[config.mk]
export PLATFORM = sky130hd
export DESIGN_NAME = air_comfort_level_policy_core
export DESIGN_NICKNAME = d
export VERILOG_FILES = /design/src/aclp_pkg.sv /design/src/air_comfort_level_policy_core.sv
export SDC_FILE = /design/constraint.sdc
export NUM_CORES = 1
export LEC_CHECK = 0
export BUFFER_PORTS_ARGS = -buffer_cell sky130_fd_sc_hd__buf_2
export CAP_MARGIN = 10
export CORE_MARGIN = 1
export CORE_UTILIZATION = 45
export DETAILED_ROUTE_END_ITERATION = 8
export PLACE_DENSITY = 0.68
export SETUP_SLACK_MARGIN = 0.15
export SYNTH_ARGS = -nofsm -noshare
export SYNTH_HDL_FRONTEND = slang
export SYNTH_SLANG_ARGS = --single-unit
[constraint.sdc]
create_clock -name clock -period 2.5 [get_ports clock]
set_input_delay 0.5 -clock clock [delete_from_list [all_inputs] [get_ports clock]]
set_output_delay 0.5 -clock clock [all_outputs]
set_load 0.01 [all_outputs]
[src/aclp_pkg.sv]
package aclp_pkg;

   localparam int GAS_W   = 12;
   localparam int SCORE_W = 8;
   localparam int HUM_W   = 10;
   localparam int TEMP_W  = 12;
   localparam int LEVEL_W = 3;
   localparam int DRIVE_W = 2;
   localparam int CSR_ADDR_W = 3;
   localparam int CSR_DATA_W = 12;
   localparam int REQ_DATA_W = 56;
   localparam int REQ_USER_W = 3;
   localparam int RSP_DATA_W = 8;

   localparam logic [GAS_W-1:0] GAS_HIGH_ON  = 12'd2000;
   localparam logic [GAS_W-1:0] GAS_HIGH_OFF = 12'd1800;
   localparam logic [GAS_W-1:0] GAS_MID_ON   = 12'd1000;
   localparam logic [GAS_W-1:0] GAS_MID_OFF  = 12'd900;
   localparam logic signed [TEMP_W-1:0] TEMP_HOT_ON  = 12'sd300;
   localparam logic signed [TEMP_W-1:0] TEMP_HOT_OFF = 12'sd290;
   localparam logic [HUM_W-1:0] HUM_DRY_ON      = 10'd400;
   localparam logic [HUM_W-1:0] HUM_DRY_OFF     = 10'd450;
   localparam logic [HUM_W-1:0] HUM_ECO_DRY     = 10'd350;
   localparam logic [SCORE_W-1:0] SCORE_ECO_BAD  = 8'd40;
   localparam logic [SCORE_W-1:0] SCORE_ECO_POOR = 8'd65;

   localparam logic [DRIVE_W-1:0] DRIVE_OFF  = 2'd0;
   localparam logic [DRIVE_W-1:0] DRIVE_LOW  = 2'd1;
   localparam logic [DRIVE_W-1:0] DRIVE_MID  = 2'd2;
   localparam logic [DRIVE_W-1:0] DRIVE_HIGH = 2'd3;

   typedef enum logic [CSR_ADDR_W-1:0] {
      CSR_POLICY_MODE    = 3'd0,
      CSR_RULE_ENABLE    = 3'd1,
      CSR_SCORE_BELOW    = 3'd2,
      CSR_HUMIDITY_BELOW = 3'd3,
      CSR_TEMP_ABOVE     = 3'd4,
      CSR_PURIFIER_TGT   = 3'd5,
      CSR_FRESH_TGT      = 3'd6,
      CSR_HUMIDIFIER_TGT = 3'd7
   } csr_index_type;

   typedef enum logic {
      POLICY_AUTO = 1'b0,
      POLICY_ECO  = 1'b1
   } policy_type;

   typedef struct packed {
      policy_type                 policy_mode;
      logic                       rule_enable;
      logic [SCORE_W-1:0]         rule_score_below;
      logic [HUM_W-1:0]           rule_humidity_below;
      logic signed [TEMP_W-1:0]   rule_temp_above;
      logic [DRIVE_W-1:0]         rule_purifier_target;
      logic [DRIVE_W-1:0]         rule_fresh_target;
      logic [DRIVE_W-1:0]         rule_humidifier_target;
   } cfg_type;

   localparam cfg_type CFG_RESET = '{
      policy_mode:            POLICY_AUTO,
      rule_enable:            1'b0,
      rule_score_below:       8'd50,
      rule_humidity_below:    10'd400,
      rule_temp_above:        12'sd300,
      rule_purifier_target:   DRIVE_OFF,
      rule_fresh_target:      DRIVE_OFF,
      rule_humidifier_target: DRIVE_OFF
   };

   typedef struct packed {
      logic [LEVEL_W-1:0]       now_humidifier;
      logic [LEVEL_W-1:0]       now_fresh;
      logic [LEVEL_W-1:0]       now_purifier;
      logic [2:0]               override_mask;
      logic                     is_occupied;
      logic                     occupancy_valid;
      logic signed [TEMP_W-1:0] temp_tenths;
      logic [HUM_W-1:0]         humidity_tenths;
      logic [SCORE_W-1:0]       quality_score;
      logic [GAS_W-1:0]         gas_raw;
   } req_item_type;

   typedef struct packed {
      logic               vacancy_shutdown;
      logic               rule_fired;
      logic [DRIVE_W-1:0] humidifier_out;
      logic [DRIVE_W-1:0] fresh_out;
      logic [DRIVE_W-1:0] purifier_out;
   } rsp_item_type;

   function automatic logic [DRIVE_W-1:0] clamp_level(input logic [LEVEL_W-1:0] lvl);
      return (lvl > LEVEL_W'(DRIVE_HIGH)) ? DRIVE_HIGH : lvl[DRIVE_W-1:0];
   endfunction

   function automatic logic [DRIVE_W-1:0] max_level(input logic [DRIVE_W-1:0] a,
                                                    input logic [DRIVE_W-1:0] b);
      return (a > b) ? a : b;
   endfunction

endpackage

[src/air_comfort_level_policy_core.sv]
// channel | ports       | tdata (low bit up)                                       | tuser
// request | req_*  in   | gas_raw, quality_score, humidity_tenths, temp_tenths,    | present_mask
//         |             | occupancy_valid, is_occupied, override_mask,             |
//         |             | now_purifier, now_fresh, now_humidifier                  |
// result  | rsp_*  out  | purifier_out, fresh_out, humidifier_out, rule_fired,     | -
//         |             | vacancy_shutdown                                         |
// config  | csr_*  in   | register index and write data, no read-back              | -
//
// one request per cycle sustained while the result side is not stalled; a request passes
// through the request register, then the policy logic, then the result register
// synchronous active-high reset clears valids and loads register defaults
// a stalled result holds; a request is still taken while the request stage can drain
module air_comfort_level_policy_core (
   input  logic                              clock,
   input  logic                              reset,
   input  logic                              req_tvalid,
   output logic                              req_tready,
   // gas_raw, quality_score, humidity_tenths, temp_tenths, occupancy_valid, is_occupied,
   // override_mask, now_purifier, now_fresh, now_humidifier
   input  logic [aclp_pkg::REQ_DATA_W-1:0]   req_tdata,
   // present_mask
   input  logic [aclp_pkg::REQ_USER_W-1:0]   req_tuser,
   output logic                              rsp_tvalid,
   input  logic                              rsp_tready,
   // purifier_out, fresh_out, humidifier_out, rule_fired, vacancy_shutdown
   output logic [aclp_pkg::RSP_DATA_W-1:0]   rsp_tdata,
   input  logic                              csr_we,
   input  logic [aclp_pkg::CSR_ADDR_W-1:0]   csr_addr,
   input  logic [aclp_pkg::CSR_DATA_W-1:0]   csr_wdata
);
   import aclp_pkg::*;

   cfg_type cfg_ff, cfg_in;
   logic in_v_ff, in_v_in;
   req_item_type in_item_ff, in_item_in;
   logic [REQ_USER_W-1:0] in_present_ff, in_present_in;
   logic out_v_ff, out_v_in;
   rsp_item_type out_item_ff, out_item_in;
   logic in_move;
   logic out_free;

   assign out_free   = !out_v_ff || rsp_tready;
   assign in_move    = in_v_ff && out_free;
   assign req_tready = !in_v_ff || out_free;
   assign rsp_tvalid = out_v_ff;
   assign rsp_tdata  = out_item_ff;

   always_comb begin
      cfg_in = cfg_ff;
      if (csr_we) begin
         unique case (csr_index_type'(csr_addr))
            CSR_POLICY_MODE:    cfg_in.policy_mode = policy_type'(csr_wdata[0]);
            CSR_RULE_ENABLE:    cfg_in.rule_enable = csr_wdata[0];
            CSR_SCORE_BELOW:    cfg_in.rule_score_below = csr_wdata[SCORE_W-1:0];
            CSR_HUMIDITY_BELOW: cfg_in.rule_humidity_below = csr_wdata[HUM_W-1:0];
            CSR_TEMP_ABOVE:     cfg_in.rule_temp_above = signed'(csr_wdata[TEMP_W-1:0]);
            CSR_PURIFIER_TGT:   cfg_in.rule_purifier_target = csr_wdata[DRIVE_W-1:0];
            CSR_FRESH_TGT:      cfg_in.rule_fresh_target = csr_wdata[DRIVE_W-1:0];
            CSR_HUMIDIFIER_TGT: cfg_in.rule_humidifier_target = csr_wdata[DRIVE_W-1:0];
            default:            cfg_in = cfg_ff;
         endcase
      end
   end

   always_comb begin
      in_v_in       = in_v_ff;
      in_item_in    = in_item_ff;
      in_present_in = in_present_ff;
      if (req_tvalid && req_tready) begin
         in_v_in       = 1'b1;
         in_item_in    = req_item_type'(req_tdata);
         in_present_in = req_tuser;
      end else if (in_move) begin
         in_v_in = 1'b0;
      end
   end

   // policy evaluation
   always_comb begin
      logic has_air, has_hum, has_temp;
      logic ovr_p, ovr_f, ovr_h;
      logic [GAS_W-1:0] gas;
      logic signed [TEMP_W-1:0] temp;
      logic [HUM_W-1:0] hum;
      logic [SCORE_W-1:0] score;
      logic [DRIVE_W-1:0] p, f, h;
      logic fired, vacant;
      logic air_rule, hum_rule, temp_rule;

      has_air  = in_present_ff[0];
      has_hum  = in_present_ff[1];
      has_temp = in_present_ff[2];
      ovr_p    = in_item_ff.override_mask[0];
      ovr_f    = in_item_ff.override_mask[1];
      ovr_h    = in_item_ff.override_mask[2];
      gas      = in_item_ff.gas_raw;
      temp     = in_item_ff.temp_tenths;
      hum      = in_item_ff.humidity_tenths;
      score    = in_item_ff.quality_score;
      p        = DRIVE_OFF;
      f        = DRIVE_OFF;
      h        = DRIVE_OFF;
      fired    = 1'b0;
      vacant   = 1'b0;
      air_rule  = cfg_ff.rule_enable && has_air && (score < cfg_ff.rule_score_below);
      hum_rule  = cfg_ff.rule_enable && has_hum && (hum < cfg_ff.rule_humidity_below);
      temp_rule = cfg_ff.rule_enable && has_temp && (temp > cfg_ff.rule_temp_above);

      if (in_item_ff.occupancy_valid && !in_item_ff.is_occupied) begin
         vacant = 1'b1;
      end else if (cfg_ff.policy_mode == POLICY_AUTO) begin
         if (has_air) begin
            if (gas >= GAS_HIGH_ON) begin
               p = DRIVE_HIGH;
            end else if (in_item_ff.now_purifier >= LEVEL_W'(DRIVE_HIGH) &&
                         gas >= GAS_HIGH_OFF) begin
               p = DRIVE_HIGH;
            end else if (gas >= GAS_MID_ON) begin
               p = DRIVE_MID;
            end else if (in_item_ff.now_purifier >= LEVEL_W'(DRIVE_MID) &&
                         gas >= GAS_MID_OFF) begin
               p = DRIVE_MID;
            end
         end
         if ((has_air && gas >= GAS_HIGH_ON) || (has_temp && temp > TEMP_HOT_ON)) begin
            f = DRIVE_MID;
         end else if (in_item_ff.now_fresh != '0 &&
                      ((has_air && gas >= GAS_MID_OFF) ||
                       (has_temp && temp > TEMP_HOT_OFF))) begin
            f = DRIVE_LOW;
         end
         if (has_hum) begin
            if (hum < HUM_DRY_ON) begin
               h = DRIVE_MID;
            end else if (in_item_ff.now_humidifier != '0 && hum < HUM_DRY_OFF) begin
               h = DRIVE_LOW;
            end
         end
         fired = air_rule || hum_rule || temp_rule;
         if (air_rule) begin
            p = max_level(p, cfg_ff.rule_purifier_target);
         end
         if (air_rule || temp_rule) begin
            f = max_level(f, cfg_ff.rule_fresh_target);
         end
         if (hum_rule) begin
            h = max_level(h, cfg_ff.rule_humidifier_target);
         end
      end else begin
         if (has_air) begin
            if (gas >= GAS_HIGH_ON || score < SCORE_ECO_BAD) begin
               p = DRIVE_MID;
               f = DRIVE_LOW;
            end else if (gas >= GAS_MID_ON || score < SCORE_ECO_POOR) begin
               p = DRIVE_LOW;
            end
         end
         if (has_hum && hum < HUM_ECO_DRY) begin
            h = DRIVE_LOW;
         end
         if (has_temp && temp > TEMP_HOT_ON) begin
            f = DRIVE_LOW;
         end
      end

      if (!vacant) begin
         if (ovr_p) p = clamp_level(in_item_ff.now_purifier);
         if (ovr_f) f = clamp_level(in_item_ff.now_fresh);
         if (ovr_h) h = clamp_level(in_item_ff.now_humidifier);
      end

      out_item_in = out_item_ff;
      if (in_move) begin
         out_item_in.purifier_out     = p;
         out_item_in.fresh_out        = f;
         out_item_in.humidifier_out   = h;
         out_item_in.rule_fired       = fired;
         out_item_in.vacancy_shutdown = vacant;
      end
   end

   always_comb begin
      out_v_in = out_v_ff;
      if (in_move) begin
         out_v_in = 1'b1;
      end else if (rsp_tready) begin
         out_v_in = 1'b0;
      end
   end

   always_ff @(posedge clock) begin
      if (reset) begin
         cfg_ff   <= CFG_RESET;
         in_v_ff  <= 1'b0;
         out_v_ff <= 1'b0;
      end else begin
         cfg_ff   <= cfg_in;
         in_v_ff  <= in_v_in;
         out_v_ff <= out_v_in;
      end
   end

   always_ff @(posedge clock) begin
      in_item_ff    <= in_item_in;
      in_present_ff <= in_present_in;
      out_item_ff   <= out_item_in;
   end

   a_vacancy_all_off: assert property (@(posedge clock) disable iff (reset)
      rsp_tvalid && out_item_ff.vacancy_shutdown |->
         out_item_ff.purifier_out == DRIVE_OFF && out_item_ff.fresh_out == DRIVE_OFF &&
         out_item_ff.humidifier_out == DRIVE_OFF && !out_item_ff.rule_fired)
      else $error("vacancy result with a nonzero level or rule flag");

   a_no_rule_in_eco: assert property (@(posedge clock) disable iff (reset)
      rsp_tvalid && cfg_ff.policy_mode == POLICY_ECO |-> !out_item_ff.rule_fired)
      else $error("rule flag set in eco mode");

   a_no_rule_disabled: assert property (@(posedge clock) disable iff (reset)
      rsp_tvalid && !cfg_ff.rule_enable |-> !out_item_ff.rule_fired)
      else $error("rule flag set with the rule disabled");

   a_stage_advance: assert property (@(posedge clock) disable iff (reset)
      in_move |=> out_v_ff)
      else $error("request left the input stage without a result");

endmodule

==> impl_metrics.toml <==
[grt]
first_global_vias = 3649
grt_pass1_wl_mm = 17.17
antenna_found_initial = 0
grt_usage_pct = 20.01
overflow = 0
grt_max_degree = 41

[run]
maxCapViolations = 0

[timing]
maxSlewHeadroom_pct = 48.71
rsz0062_at_grt = "yes"
fin_skew_ps = 15.25
timing.fmax_mhz = 371.3
post-route-period-util_pct = 107.7
finalSetupViolCount = 2
final-hold-violation-count = 0
period_needed_ps = 2693
holdWs_ps = 270.4
tightest_slew_ps = 767.8
slew_violations = 0
setup_tns_ps = -210.8
fin_ws_ps = -193.1

[cts]
clk_path_buf_depth = 2
path_clk_slew_ps = 110
cts_tree = "yes"
clock_latency_ps = 400
htree_levels = 3
numCtsBuffers = 9
cts-root-buf = "clkbuf_8"
cts_sinks = 105

[drt]
via_per_inst = 5.310
ant_nets = 0
vias = 3749
post-route-drc-count = 0
drt_wl_total_mm = 11.18
drt_pass1_iterations = 4
wl_per_cell_um = 15.83
drtIter0Drc = 184

[layout]
area_delta_synth_final_pct = 28.72
layout_common_cells = "86 x buf_2, 65 x edfxtp_1, 42 x nand2_1, 40 x dfxtp_1, 38 x inv_1"
fin_util_pct = 60.52
final_cells = 706
post-route-cell-area_mm2 = 0.006304
diodes = 0
final_common_cell = "buf_2"
ff_latch_area_mm2 = 0.002753
multi_input_area_mm2 = 0.002295
nFillCells = 848
drive_gt1_share_pct = 33.51
nets = 680

[run_status]
violations = "negative setup slack"
status = "complete, but fails checks"

[synthesis]
syn_inst = 443
synth_edf_count = 65
synth_ff_type = "edfxtp_1"
avgSynthCellArea_um2 = 11.05
ys_seq_elements = 105
netlist_area_mm2 = 0.004897
yosysWarnings = 0
synth_cell_types = 56
synth_nets = 558
async_reset_ff_share_pct = 0
yosysSeqAreaShare_pct = 56.21

[pwr]
p_clk_share_pct = 29.2
intPower_mw = 2.529
power_frac_comb_pct = 13.1
switchingPower_uw = 909.4
seqPwrFrac_pct = 57.7
leakage_nw = 2.533
irDropWorstVdd_uv = 458.6
power_density_mw_per_mm2 = 545.4
fin_total_pwr_mw = 3.438
netSwitchingFraction_pct = 26.45

[die]
dieWidth_um = 106.3
core_area_mm2 = 0.01042
start_util_pct = 47.02
die_area_mm2 = 0.01130
rows = 37
ios = 89
die_y_um = 106.3

[place]
pre_cts_ws_ps = -119.3
post_dp_cell_area_mm2 = 0.005519
dp.cells = 662
port_buffers = 86
dp_hpwl_mm = 7.590
place.gp.congestion = 0.8527

[worst_setup_path]
worstReg2RegStart = "in_item_ff[4]"
reg2reg_slack_ps = -190
crit_required_ps = 2660
cp_max_fo = 2
start_kind = "flop"
reg2reg_depth = 11
crit_path_end_kind = "flop"
path_class = "flop to flop"
rr_endpoint = "rsp_tdata[0]"
worstPathArrival_ps = 2850

[worst_hold_path]
hp-class = "input pin to flop"
hold-path-endpoint = "in_item_ff[51]"
worstHoldStart = "req_tdata[51]"
hold_depth = 1
[flip-flops by register name (all words and copies together), names as in the netlist]
register       flops
rsp_tdata          8
rsp_tvalid         1
cfg_ff            38
in_item_ff        54
in_v_ff            1
in_present_ff      3
[routing by layer]
| layer | vias up | GRT usage (%) | routed length [um] | part of all wire [%] |
|---|---|---|---|---|
| met3 | 21 | 5.886 | 511 | 4.6 |
| met2 | 89 | 35.02 | 5816 | 52 |
| met4 | 0 | 7.937 | 280 | 2.5 |
| met1 | 1786 | 22.82 | 4570 | 41 |
| li1 | 1853 | - | - | - |
| met5 | - | 0 | 0 | 0 |
[power groups by stage]
stage	Combinational (mW)	Clock, mW	Sequential [mW]
2_1_floorplan	0.203	0	2.00
3_3_place_gp	0.322	0	2.01
3_5_place_dp	0.339	0	2.01
4_1_cts	0.383	1.03	1.98
5_1_grt	0.495	1.11	1.99
6_report	0.449	1.00	1.99
[critical path: stages (launching register included)]
cell	delay, ps
edfxtp_1	400
or4_4	590
nor2_4	140
o311ai_4	100
nand2_2	140
ha_4	220
nand2b_4	140
a41oi_2	220
buf_4	150
buf_4	120
a21oi_4	60
o22a_1	180
[worst max path at each step]
stage	start	endpoint	slack, ps	depth (start not counted)
floorplan	in_item_ff[4]	rsp_tdata[0]	30	9
global placement	in_item_ff[4]	rsp_tdata[0]	-50	9
detailed placement	in_item_ff[4]	rsp_tdata[0]	-120	9
CTS	in_item_ff[3]	rsp_tdata[0]	-40	9
global route	in_item_ff[4]	rsp_tdata[0]	-270	11
finish	in_item_ff[4]	rsp_tdata[0]	-190	11
[what timing repair did]
item / CTS / global route
setup buffers: 16 / 12
hold buffers: 0 / 0
setup endpoints to repair: 6 / 6
pin swaps: 19 / 31
gates resized for setup: 28 / 40
[cell families (layout without fill, tap and decap cells)]
kind of cell,count (synthesis),in the layout,synth area share [%]
AOI/OAI and AO/OA,98,98,14.28
adders and majority gates,36,36,9.198
buffers and inverters,52,179,4.113
DFF,105,105,56.21
muxes,14,14,2.938
and+or+nand+nor,138,138,13.26
[synth_stat cells, types with 3 or more instances]
master	count	share of area [%]
edfxtp_1	65	40
nand2_1	43	3.3
nor2_1	41	3.1
dfxtp_1	40	16
inv_1	39	3.0
ha_1	36	9.2
a21oi_1	30	3.1
o21ai_0	16	1.6
mux2i_1	11	2.2
clkbuf_1	10	0.77
nand3_1	9	0.92
a211o_1	8	1.4
nor2b_1	8	1.0
nor3_1	8	0.82
a21o_1	7	1.1
nand2b_1	5	0.64
nand3b_1	5	0.77
nand4_1	5	0.64
a41oi_1	3	0.54
and3_1	3	0.38
nor3b_1	3	0.46
o211ai_1	3	0.46
[layout make-up]
class	instances	area share, %
clock buffer	9	1.965
inverter	39	2.322
tap	136	2.699
multi-input combinational	286	36.40
clock inverter	7	1.052
timing repair buffer	124	11.89
sequential	105	43.67
Note: power is estimated with default switching activity, not from simulation.
